$ cat src/sv/lfr_pkg.sv
// ----------------------------------------------------------------------------
// lfr_pkg: shared types and constants for the linear fade ramp
// Request and response payloads, action codes, divider status.
// ----------------------------------------------------------------------------
`default_nettype none

package lfr_pkg;

  localparam int unsigned FRAC_BITS = 16;
  localparam int unsigned LEVEL_W   = FRAC_BITS + 1;
  localparam int unsigned COUNT_W   = 16;
  localparam int unsigned DIV_CNT_W = $clog2(LEVEL_W + 1);

  localparam logic [LEVEL_W-1:0] LEVEL_ONE  = LEVEL_W'(1) << FRAC_BITS;
  localparam logic [LEVEL_W-1:0] LEVEL_ZERO = '0;

  typedef enum logic [1:0] {
    ACT_SET  = 2'd0,
    ACT_LOAD = 2'd1,
    ACT_TICK = 2'd2
  } action_e;

  typedef struct packed {
    logic [1:0]         action;
    logic [LEVEL_W-1:0] level_value;
    logic               to_dark;
    logic [COUNT_W-1:0] frame_count;
  } req_t;

  typedef struct packed {
    logic [LEVEL_W-1:0] level;
    logic [COUNT_W-1:0] frames_left;
    logic               finished;
  } rsp_t;

  typedef struct packed {
    logic               busy;
    logic               done;
    logic [LEVEL_W-1:0] quotient;
  } div_status_t;

endpackage

`default_nettype wire

$ cat src/sv/linear_fade_ramp_core.sv
// ----------------------------------------------------------------------------
// linear_fade_ramp_core: linear brightness fade over a number of frames
// Set level, load fade job, frame tick; step found by serial division.
//
//   channel  dir  handshake               payload
//   in       in   in_valid_i/in_ready_o   in_req_i   (lfr_pkg::req_t)
//   out      out  out_valid_o/out_ready_i out_rsp_o  (lfr_pkg::rsp_t)
//
// Set, load, later ticks: result registered one cycle after acceptance.
// First tick of a job: waits in ST_DIV for the serial divider; result registered when its done is seen.
// Reset: level 1.0, no job, nothing pending.
// A new request is taken while idle and the output register is free or
// being emptied in the same cycle; out_ready_i low holds the result.
// ----------------------------------------------------------------------------
`default_nettype none

module linear_fade_ramp_core (
  input  wire logic   clk_i,
  input  wire logic   rst_ni,
  input  wire logic   in_valid_i,
  output logic        in_ready_o,
  input  wire lfr_pkg::req_t in_req_i,
  output logic        out_valid_o,
  input  wire logic   out_ready_i,
  output lfr_pkg::rsp_t out_rsp_o
);

  typedef enum logic {
    ST_IDLE,
    ST_DIV
  } state_e;

  state_e                      state_q;
  logic [lfr_pkg::LEVEL_W-1:0] level_q;
  logic [lfr_pkg::COUNT_W-1:0] rem_q;
  logic                        started_q;
  logic [lfr_pkg::LEVEL_W-1:0] step_q;
  logic                        dir_q;
  lfr_pkg::rsp_t               out_q;
  logic                        out_valid_q;

  lfr_pkg::div_status_t        div_st;
  logic                        accept;
  logic                        div_start;
  logic                        out_fire;
  logic [lfr_pkg::LEVEL_W-1:0] span;
  logic [lfr_pkg::LEVEL_W-1:0] set_level;
  logic [lfr_pkg::LEVEL_W-1:0] step_s;
  logic [lfr_pkg::LEVEL_W:0]   lvl_sum;
  logic [lfr_pkg::LEVEL_W-1:0] tick_level;
  logic [lfr_pkg::COUNT_W-1:0] tick_rem;
  logic                        tick_done;

  assign in_ready_o = (state_q == ST_IDLE) && (!out_valid_q || out_ready_i);
  assign accept     = in_valid_i && in_ready_o;
  assign div_start  = accept && (in_req_i.action == lfr_pkg::ACT_TICK) &&
                      (rem_q != '0) && !started_q;
  assign out_fire   = (accept && !div_start) || ((state_q == ST_DIV) && div_st.done);

  always_comb begin
    if (!dir_q) begin
      span = (level_q < lfr_pkg::LEVEL_ONE) ? (lfr_pkg::LEVEL_ONE - level_q)
                                            : lfr_pkg::LEVEL_ONE;
    end else begin
      span = (level_q != lfr_pkg::LEVEL_ZERO) ? level_q : lfr_pkg::LEVEL_ONE;
    end
    set_level = (in_req_i.level_value > lfr_pkg::LEVEL_ONE) ? lfr_pkg::LEVEL_ONE
                                                             : in_req_i.level_value;
  end

  // one tick applied with the current step (fresh quotient on the first tick)
  always_comb begin
    step_s     = (state_q == ST_DIV) ? div_st.quotient : step_q;
    lvl_sum    = {1'b0, level_q} + {1'b0, step_s};
    tick_level = level_q;
    if (!dir_q) begin
      if (level_q < lfr_pkg::LEVEL_ONE) begin
        tick_level = (lvl_sum > {1'b0, lfr_pkg::LEVEL_ONE}) ? lfr_pkg::LEVEL_ONE
                                                            : lvl_sum[lfr_pkg::LEVEL_W-1:0];
      end
    end else if (level_q != lfr_pkg::LEVEL_ZERO) begin
      tick_level = (level_q > step_s) ? (level_q - step_s) : lfr_pkg::LEVEL_ZERO;
    end
    tick_rem  = rem_q - 1'b1;
    tick_done = (tick_rem == '0);
    if (tick_done) begin
      tick_level = dir_q ? lfr_pkg::LEVEL_ZERO : lfr_pkg::LEVEL_ONE;
    end
  end

  lfr_div u_div (
    .clk_i      (clk_i),
    .rst_ni     (rst_ni),
    .start_i    (div_start),
    .dividend_i (span),
    .divisor_i  (rem_q),
    .status_o   (div_st)
  );

  always_ff @(posedge clk_i or negedge rst_ni) begin
    if (!rst_ni) begin
      state_q     <= ST_IDLE;
      level_q     <= lfr_pkg::LEVEL_ONE;
      rem_q       <= '0;
      started_q   <= 1'b0;
      step_q      <= '0;
      dir_q       <= 1'b0;
      out_valid_q <= 1'b0;
    end else begin
      if (out_valid_q && out_ready_i && !out_fire) begin
        out_valid_q <= 1'b0;
      end
      unique case (state_q)
        ST_IDLE: begin
          if (accept) begin
            unique case (in_req_i.action)
              lfr_pkg::ACT_SET: begin
                level_q     <= set_level;
                out_q       <= '{level: set_level, frames_left: rem_q, finished: 1'b0};
                out_valid_q <= 1'b1;
              end
              lfr_pkg::ACT_LOAD: begin
                dir_q       <= in_req_i.to_dark;
                rem_q       <= in_req_i.frame_count;
                started_q   <= 1'b0;
                out_q       <= '{level: level_q, frames_left: in_req_i.frame_count,
                                 finished: 1'b0};
                out_valid_q <= 1'b1;
              end
              lfr_pkg::ACT_TICK: begin
                if (rem_q == '0) begin
                  out_q       <= '{level: level_q, frames_left: rem_q, finished: 1'b0};
                  out_valid_q <= 1'b1;
                end else if (!started_q) begin
                  state_q <= ST_DIV;
                end else begin
                  level_q     <= tick_level;
                  rem_q       <= tick_rem;
                  out_q       <= '{level: tick_level, frames_left: tick_rem,
                                   finished: tick_done};
                  out_valid_q <= 1'b1;
                end
              end
              default: begin
                out_q       <= '{level: level_q, frames_left: rem_q, finished: 1'b0};
                out_valid_q <= 1'b1;
              end
            endcase
          end
        end
        ST_DIV: begin
          if (div_st.done) begin
            step_q      <= div_st.quotient;
            started_q   <= 1'b1;
            level_q     <= tick_level;
            rem_q       <= tick_rem;
            out_q       <= '{level: tick_level, frames_left: tick_rem, finished: tick_done};
            out_valid_q <= 1'b1;
            state_q     <= ST_IDLE;
          end
        end
        default: state_q <= ST_IDLE;
      endcase
    end
  end

  assign out_valid_o = out_valid_q;
  assign out_rsp_o   = out_q;

  a_level_range: assert property (@(posedge clk_i) disable iff (!rst_ni)
    level_q <= lfr_pkg::LEVEL_ONE)
    else $error("level above full scale");

  a_div_only_in_div: assert property (@(posedge clk_i) disable iff (!rst_ni)
    div_st.done |-> state_q == ST_DIV)
    else $error("divider finished outside division state");

  a_no_out_during_div: assert property (@(posedge clk_i) disable iff (!rst_ni)
    state_q == ST_DIV |-> !out_valid_q)
    else $error("result pending during division");

  a_finished_count: assert property (@(posedge clk_i) disable iff (!rst_ni)
    out_valid_q && out_q.finished |-> out_q.frames_left == '0)
    else $error("finished with frames left");

  a_start_sets_started: assert property (@(posedge clk_i) disable iff (!rst_ni)
    state_q == ST_DIV && div_st.done |=> started_q && state_q == ST_IDLE)
    else $error("job not marked started after division");

endmodule

`default_nettype wire

$ cat src/sv/lfr_div.sv
// ----------------------------------------------------------------------------
// lfr_div: restoring serial divider
// One quotient bit per cycle; done pulses for one cycle with the result.
// ----------------------------------------------------------------------------
`default_nettype none

module lfr_div (
  input  wire logic                           clk_i,
  input  wire logic                           rst_ni,
  input  wire logic                           start_i,
  input  wire logic [lfr_pkg::LEVEL_W-1:0]    dividend_i,
  input  wire logic [lfr_pkg::COUNT_W-1:0]    divisor_i,
  output lfr_pkg::div_status_t                status_o
);

  logic [lfr_pkg::DIV_CNT_W-1:0] cnt_q;
  logic [lfr_pkg::LEVEL_W-1:0]   quo_q;
  logic [lfr_pkg::COUNT_W-1:0]   rem_q;
  logic [lfr_pkg::COUNT_W-1:0]   dvs_q;
  logic                          busy_q;
  logic                          done_q;

  logic [lfr_pkg::COUNT_W:0]     trial;
  logic [lfr_pkg::COUNT_W:0]     diff;
  logic                          ge;

  always_comb begin
    trial = {rem_q, quo_q[lfr_pkg::LEVEL_W-1]};
    ge    = trial >= {1'b0, dvs_q};
    diff  = trial - {1'b0, dvs_q};
  end

  always_ff @(posedge clk_i or negedge rst_ni) begin
    if (!rst_ni) begin
      busy_q <= 1'b0;
      done_q <= 1'b0;
      cnt_q  <= '0;
    end else if (start_i) begin
      quo_q  <= dividend_i;
      rem_q  <= '0;
      dvs_q  <= divisor_i;
      cnt_q  <= lfr_pkg::DIV_CNT_W'(lfr_pkg::LEVEL_W);
      busy_q <= 1'b1;
      done_q <= 1'b0;
    end else if (busy_q) begin
      rem_q <= ge ? diff[lfr_pkg::COUNT_W-1:0] : trial[lfr_pkg::COUNT_W-1:0];
      quo_q <= {quo_q[lfr_pkg::LEVEL_W-2:0], ge};
      cnt_q <= cnt_q - 1'b1;
      if (cnt_q == lfr_pkg::DIV_CNT_W'(1)) begin
        busy_q <= 1'b0;
        done_q <= 1'b1;
      end
    end else begin
      done_q <= 1'b0;
    end
  end

  assign status_o = '{busy: busy_q, done: done_q, quotient: quo_q};

endmodule

`default_nettype wire

$ cat config.mk
export PLATFORM = sky130hd
export DESIGN_NAME = linear_fade_ramp_core
export DESIGN_NICKNAME = d
export VERILOG_FILES = /design/src/sv/lfr_pkg.sv /design/src/sv/linear_fade_ramp_core.sv /design/src/sv/lfr_div.sv
export SDC_FILE = /design/constraint.sdc
export NUM_CORES = 1
export LEC_CHECK = 0
export BUFFER_PORTS_ARGS = -buffer_cell sky130_fd_sc_hd__buf_2
export CORE_ASPECT_RATIO = 1.2
export CORE_MARGIN = 1
export CORE_UTILIZATION = 45
export DETAILED_ROUTE_END_ITERATION = 8
export RECOVER_POWER = 100
export SYNTH_ARGS = -nofsm -noshare
export SYNTH_HDL_FRONTEND = slang
export SYNTH_SLANG_ARGS = --single-unit
$ cat constraint.sdc
create_clock -name clk_i -period 5.6 [get_ports clk_i]
set_input_delay 1.12 -clock clk_i [delete_from_list [all_inputs] [get_ports clk_i]]
set_output_delay 1.12 -clock clk_i [all_outputs]
set_load 0.01 [all_outputs]
==> impl_metrics.csv, run 1 <==
group,metric,value,unit
cts,clk_latency,0.44,ns
worst_setup_path,critPathLaunchType,"flop",
timing,clock.fmax,191,MHz
logic_synthesis,yosysSeqAreaShare,35.5,%
worst_setup_path,r2r_slack,0.36,ns
timing,setup-tns-final,0,ns
final_layout,fin_util,50.1,%
global_route,overflow,0,
hold_path,hold_class,"flop to flop",
place,gp_congestion,0.932,
routing,finalWirelength,36500,microns
worst_setup_path,crit_family,"compound AO/OA/AOI/OAI gates",
logic_synthesis,synth_nets,1424,
routing,drt-vias-per-instance,6.17,
timing,setup_viol,0,
worst_setup_path,cp_max_fo,19,
worst_setup_path,crit_buf_inv,1,
timing,fin_crit_sh,93.5,%
logic_synthesis,synthArstFlopShare,42.4,%
global_route,antenna_found_initial,0,
cts,tritoncts,"built",
logic_synthesis,synthFlopType,"edfxtp_1",
die,ios,76,
cts,clkSlewWorstSetupHoldPaths,0.06,ns
global_route,track_usage,29.0,%
timing,finClkSkew,0.0149,ns
timing,worst_pin_slew,2.12,ns
global_route,grt_pass1_vias,10070,
timing,timing.final.ws_setup,0.365,ns
timing,final-hold-violation-count,0,
logic_synthesis,syn-instance-count,1321,
final_layout,finalNonFillerCells,1681,
final_layout,area_delta_synth_final,9.54,%
cts,holdBufCountCts,0,
die,dieHeight,176,microns
hold_path,min_from,"u_div.done_q$_DFFE_PN0P_",
timing,drv_slew,70,
cts,cts_sinks,144,
worst_setup_path,crit_type,"flop to flop",
place,dp_cells,1649,
final_layout,fin_area,12400,sq um
job,cap_violations,2,
power_and_ir_drop,vdd_drop_max,0.313,mV
die,row_count,63,
die,initial_core_util,45.8,%
routing,drtIter0Drc,840,
power_and_ir_drop,leakagePower,4.91,nW
place,place_ws,0.601,ns
logic_synthesis,synth_area_per_cell,8.58,sq um
global_route,grt_pass1_wl,57600,microns
die,fp.coreArea,24800,sq um
power_and_ir_drop,power_density,712,nW/um^2
timing,rsz0062_at_grt,"no",
logic_synthesis,synth.distinct_cells,92,
outcome,status,"finished with violations",
logic_synthesis,synth_edf_count,83,
routing,num_vias,10367,
cts,cts-root-buf,"clkbuf_16",
routing,wl_per_cell,21.7,microns
logic_synthesis,syn_area,11300,sq um
timing,maxSlewHeadroom,-41.4,%
final_layout,drive_above_1_share,10.3,%
worst_setup_path,cp_data_arrival_time,5.40,ns
global_route,grt_max_degree,48,
die,fp.dieW,147,microns
worst_setup_path,max_stage_delay,0.91,ns
place,port_buffers,75,
cts,cts_buffers,17,
final_layout,antenna_cells,0,
worst_setup_path,path_cells,"clkbuf_1, mux2i_1, ha_1, nor3_1, a21boi_1, nor4b_2, nor4_1, nor4_2, o21ai_1, o31ai_4, a221oi_2, o32ai_2",
worst_setup_path,crit_path_end_kind,"flop",
place,place_area,11900,sq um
routing,drtAntennaViolNets,0,
worst_setup_path,cpMaxStageDelayCell,"clkbuf_1",
worst_setup_path,required,5.77,ns
logic_synthesis,ys_ff_latch,144,
die,dieArea,25800,sq um
outcome,violations,"capacitance limit, slew limit",
cts,h-tree-depth,4,
final_layout,fin_nets,1446,
place,dp_hpwl,26800,microns
cts,post-cts-setup-buffer-count,0,
routing,remaining_drc_errors,0,
cts,cts_resized,0,
cts,clock_path_buffers,2,
routing,drtPass1Iterations,5,
logic_synthesis,ys_warn_count,0,
timing,min_period,5.24,ns
worst_setup_path,r2r-start,"state_q$_DFF_PN0_",
worst_setup_path,critPathLaunch,"state_q$_DFF_PN0_",
-- kinds of logic (layout without fill, tap and decap cells) --
group | after synthesis | in the layout | share of synthesized area, %
muxes | 64 | 64 | 5.89
DFF | 144 | 144 | 35.5
xor gates and xnor gates | 50 | 50 | 3.87
and+or+nand+nor | 437 | 437 | 18.8
AOI/OAI and AO/OA | 397 | 397 | 22.7
adders and majority gates | 63 | 63 | 7.16
buffers and inverters | 166 | 201 | 6.05
-- sequential cells by signal, indices dropped and copies added (netlist names) --
name,flops
started_q,1
dir_q,1
rem_q,16
out_valid_o,1
u_div.cnt_q,5
out_rsp_o,34
u_div.rem_q,16
step_q,17
u_div.done_q,1
level_q,17
u_div.quo_q,17
state_q,1
u_div.dvs_q,16
u_div.busy_q,1
-- Yosys cell counts, types with 6 or more instances --
master | count | area share (%)
o21ai_0 | 84 | 3.7
inv_1 | 67 | 2.2
or2_2 | 7 | 0.39
buf_1 | 6 | 0.20
a31oi_1 | 15 | 0.83
a221oi_1 | 10 | 0.77
xor2_1 | 9 | 0.70
nor3_1 | 40 | 1.8
xnor2_1 | 41 | 3.2
buf_2 | 18 | 0.80
a221o_1 | 10 | 0.88
o21a_1 | 10 | 0.66
mux2i_1 | 43 | 3.8
a21o_1 | 10 | 0.66
o221ai_1 | 13 | 1.0
clkbuf_1 | 65 | 2.2
a21oi_1 | 119 | 5.3
nand2_1 | 133 | 4.4
nor2b_1 | 14 | 0.77
edfxtp_1 | 83 | 22
or3_1 | 10 | 0.55
nand2b_1 | 15 | 0.83
o22ai_1 | 28 | 1.5
mux2_2 | 21 | 2.1
ha_1 | 60 | 6.6
nor4_1 | 22 | 1.2
o211ai_1 | 12 | 0.80
nor2_1 | 128 | 4.2
a22oi_1 | 14 | 0.93
a211oi_1 | 10 | 0.66
dfrtp_1 | 60 | 13
o31ai_1 | 7 | 0.46
o21ai_1 | 7 | 0.31
nand4_1 | 12 | 0.66
nand3_1 | 15 | 0.66
-- cell usage in the layout, fill, tap and decap left out, types with 14 or more instances in the layout --
| cell type | netlist | final |
|---|---|---|
| a21oi_1 | 119 | 117 |
| a22oi_1 | 14 | 14 |
| a31oi_1 | 15 | 15 |
| buf_2 | 18 | 37 |
| buf_4 | 2 | 17 |
| clkbuf_1 | 65 | 46 |
| clkbuf_16 | 0 | 19 |
| dfrtp_1 | 60 | 59 |
| edfxtp_1 | 83 | 83 |
| ha_1 | 60 | 60 |
| inv_1 | 67 | 68 |
| mux2_2 | 21 | 21 |
| mux2i_1 | 43 | 43 |
| nand2_1 | 133 | 134 |
| nand2b_1 | 15 | 15 |
| nand3_1 | 15 | 15 |
| nor2_1 | 128 | 127 |
| nor2b_1 | 14 | 14 |
| nor3_1 | 40 | 40 |
| nor4_1 | 22 | 22 |
| o21ai_0 | 84 | 86 |
| o22ai_1 | 28 | 28 |
| xnor2_1 | 41 | 41 |
-- worst paths after layout --
path                                      endpoint  cells after the start
max                        out_rsp_o[21]$_DFFE_PP_                     12
min in group asynchronous    step_q[4]$_DFFE_PN0P_                      1
min reg2reg                      state_q$_DFF_PN0_                      1
max in group asynchronous   level_q[4]$_DFFE_PN0P_                      2
max reg2reg                out_rsp_o[21]$_DFFE_PP_                     12
min                              state_q$_DFF_PN0_                      1
-- final cells by class --
type	count	area, sq um
flip-flops and latches	144	4020
clock buffers	21	493
inverters	69	259
repair buffers	100	487
clock inverters	11	113
fillers	2438	12300
well taps	325	407
multi-input cells	1011	6630
-- per-stage QoR --
| step | power, mW | hold WS [ns] |
|---|---|---|
| 5_1_grt | 9.47 | 0.529 |
| 4_1_cts | 8.81 | 0.481 |
| 6_report | 8.84 | 0.482 |
| 3_5_place_dp | 7.59 | 0.473 |
| 2_1_floorplan | 6.01 | 0.420 |
| 3_3_place_gp | 7.57 | 0.462 |
-- power breakdown --
part	internal (mW)	total [mW]	switching [mW]	leakage (nW)
clock network	0.688	1.18	0.490	0.302
registers	1.62	2.17	0.542	1.51
logic	2.05	5.49	3.44	3.10
total	4.36	8.84	4.47	4.91
-- routing by layer --
metal | track usage, % | up-vias | wire length, microns
met5 | 0 | - | 0
met4 | 14.8 | 0 | 1730
met3 | 3.97 | 90 | 1730
met2 | 50.9 | 356 | 18400
met1 | 34.6 | 5030 | 14700
li1 | - | 4891 | -
Note: power is estimated with default switching activity, not from simulation.
==> inputs of run 2 (changes only) <==
Settings changed: RECOVER_POWER 100 to not set.
==> run 2 against run 1 <==
Compared with the run above: the run now ends clean; first-iteration DRC count increased by 2.4%; global-route usage did not move; sequential share of layout area is 0.24 points lower; largest cell class unchanged; cell area rose by 0.76%; register-to-register slack better by 0.17 ns; critical path depth up 6; clock-buffer cell count is the same; sequential cell count stayed put; non-clock buffer count unchanged; clock skew is 0.00092 ns lower; sequential power hardly changed; wire length fell by 0.21%.
==> impl_metrics.csv, run 2 (same netlist as run 1, synthesis figures left out) <==
group,metric,value,unit
final_layout,drive_above_1_share,14.0,%
timing,setup-tns-final,0,ns
cts,post-cts-setup-buffer-count,0,
final_layout,fillers,2411,
worst_setup_path,r2r-start,"level_q[0]$_DFFE_PN0P_",
routing,num_vias,10369,
global_route,grt_max_degree,48,
final_layout,final_common_cell,"nand2_1",
place,port_buffers,75,
timing,finClkSkew,0.0140,ns
worst_setup_path,cp_data_arrival_time,5.24,ns
cts,clk_latency,0.44,ns
routing,drt-vias-per-instance,6.17,
timing,fin_crit_sh,90.5,%
routing,finalWirelength,36400,microns
timing,drv_slew,0,
global_route,grt_pass1_wl,57600,microns
global_route,overflow,0,
die,dieHeight,176,microns
cts,clock_path_buffers,2,
worst_setup_path,crit_family,"simple AND/OR/NAND/NOR gates",
die,row_count,63,
power_and_ir_drop,total_power,8.86,mW
final_layout,fin_nets,1446,
cts,cts_resized,0,
final_layout,largest_reg_flops,34,
power_and_ir_drop,vdd_drop_max,0.313,mV
routing,drtPass1Iterations,6,
die,ios,76,
die,fp.coreArea,24800,sq um
power_and_ir_drop,leakagePower,5.05,nW
global_route,grt_pass1_vias,10070,
routing,drtIter0Drc,860,
worst_setup_path,cp_max_fo,9,
global_route,antenna_found_initial,0,
cts,cts-root-buf,"clkbuf_16",
cts,holdBufCountCts,0,
worst_setup_path,crit_buf_inv,2,
worst_setup_path,path_cells,"inv_1, ha_1, or3b_4, or3_4, nor3_4, nand2_2, or3_1, or3_1, or3_4, inv_2, ha_1, or2_2, o41a_1, nor4_2, o21ai_1, o31ai_4, a221oi_2, o32ai_2",
timing,clock.fmax,197,MHz
worst_setup_path,required,5.77,ns
routing,drtAntennaViolNets,0,
worst_setup_path,crit_path_end_kind,"flop",
cts,h-tree-depth,4,
timing,min_period,5.07,ns
place,dp_hpwl,26800,microns
cts,tritoncts,"built",
worst_setup_path,critPathLaunch,"level_q[0]$_DFFE_PN0P_",
final_layout,layout_common_cells,"133 x nand2_1, 127 x nor2_1, 117 x a21oi_1",
worst_setup_path,critPathLaunchType,"flop",
timing,worst_pin_slew,1.09,ns
routing,wl_per_cell,21.7,microns
global_route,track_usage,29.0,%
cts,cts_sinks,144,
final_layout,area_delta_synth_final,10.4,%
job,cap_violations,0,
die,dieArea,25800,sq um
final_layout,antenna_cells,0,
worst_setup_path,crit_type,"flop to flop",
cts,clkSlewWorstSetupHoldPaths,0.06,ns
place,place_ws,0.601,ns
worst_setup_path,cpMaxStageDelayCell,"dfrtp_1",
place,gp_congestion,0.932,
power_and_ir_drop,power_density,709,nW/um^2
timing,maxSlewHeadroom,27.1,%
timing,rsz0062_at_grt,"no",
die,initial_core_util,45.8,%
worst_setup_path,max_stage_delay,0.49,ns
final_layout,finalNonFillerCells,1681,
place,dp_cells,1649,
cts,cts_buffers,17,
timing,final-hold-violation-count,0,
hold_path,min_from,"u_div.done_q$_DFFE_PN0P_",
die,fp.dieW,147,microns
outcome,status,"finished clean",
timing,timing.final.ws_setup,0.531,ns
hold_path,hold_class,"flop to flop",
timing,setup_viol,0,
routing,remaining_drc_errors,0,
run 2: cell count changes in the layout (fill, tap and decap cells not counted), sizes merged:
| cell | delta |
|---|---|
| buf | +46 |
| clkbuf | -46 |
run 2: final timing paths:
check,slack [ns],depth (start not counted),endpoint
worst max-delay path,0.53,18,out_rsp_o[21]$_DFFE_PP_
worst min-delay path,0.48,1,state_q$_DFF_PN0_
worst max register to register,0.53,18,out_rsp_o[21]$_DFFE_PP_
worst min register to register,0.48,1,state_q$_DFF_PN0_
max in group asynchronous,3.90,2,level_q[4]$_DFFE_PN0P_
min in group asynchronous,0.63,1,step_q[4]$_DFFE_PN0P_
run 2: per-layer routing:
metal  global-route usage [%]  wire, microns  up-vias
li1                         -              -     4887
met1                     34.6          14500     5051
met2                     50.9          18400      346
met3                     3.97           1840       85
met4                     14.8           1700        0
met5                        0              0        -
run 2: worst register-to-register path, delay by kind of cell, from the launching register on:
family	cells	cell delay, ns
AND/OR/NAND/NOR	9	2.29
flip-flops	1	0.49
AO/OA/AOI/OAI	5	1.39
adder cells (fa/ha/maj)	2	0.38
buffers and inverters	2	0.25
run 2: per-stage QoR:
step                area, sq um  util [%]  hold slack, ns
finish                    12500      50.5           0.479
global route              12500      50.5           0.529
CTS                       12500      50.5           0.481
detailed placement        11900      48.1           0.473
global placement          11900      48.1           0.462
floorplan                 11300         -           0.420
run 2: where the power goes:
part	switching [mW]	leakage (nW)	internal, mW
Combinational	3.44	3.24	2.08
Sequential	0.541	1.51	1.62
Clock	0.492	0.302	0.688
Total	4.47	5.05	4.39
run 2: area by class of cell:
cell class	instances	area, sq um	area share (%)
Multi-Input combinational cell	1011	6650	53.1
Sequential cell	144	4020	32.2
Timing Repair Buffer	100	566	4.52
Clock buffer	21	493	3.94
Tap cell	325	407	3.25
Inverter	69	259	2.07
Clock inverter	11	113	0.901
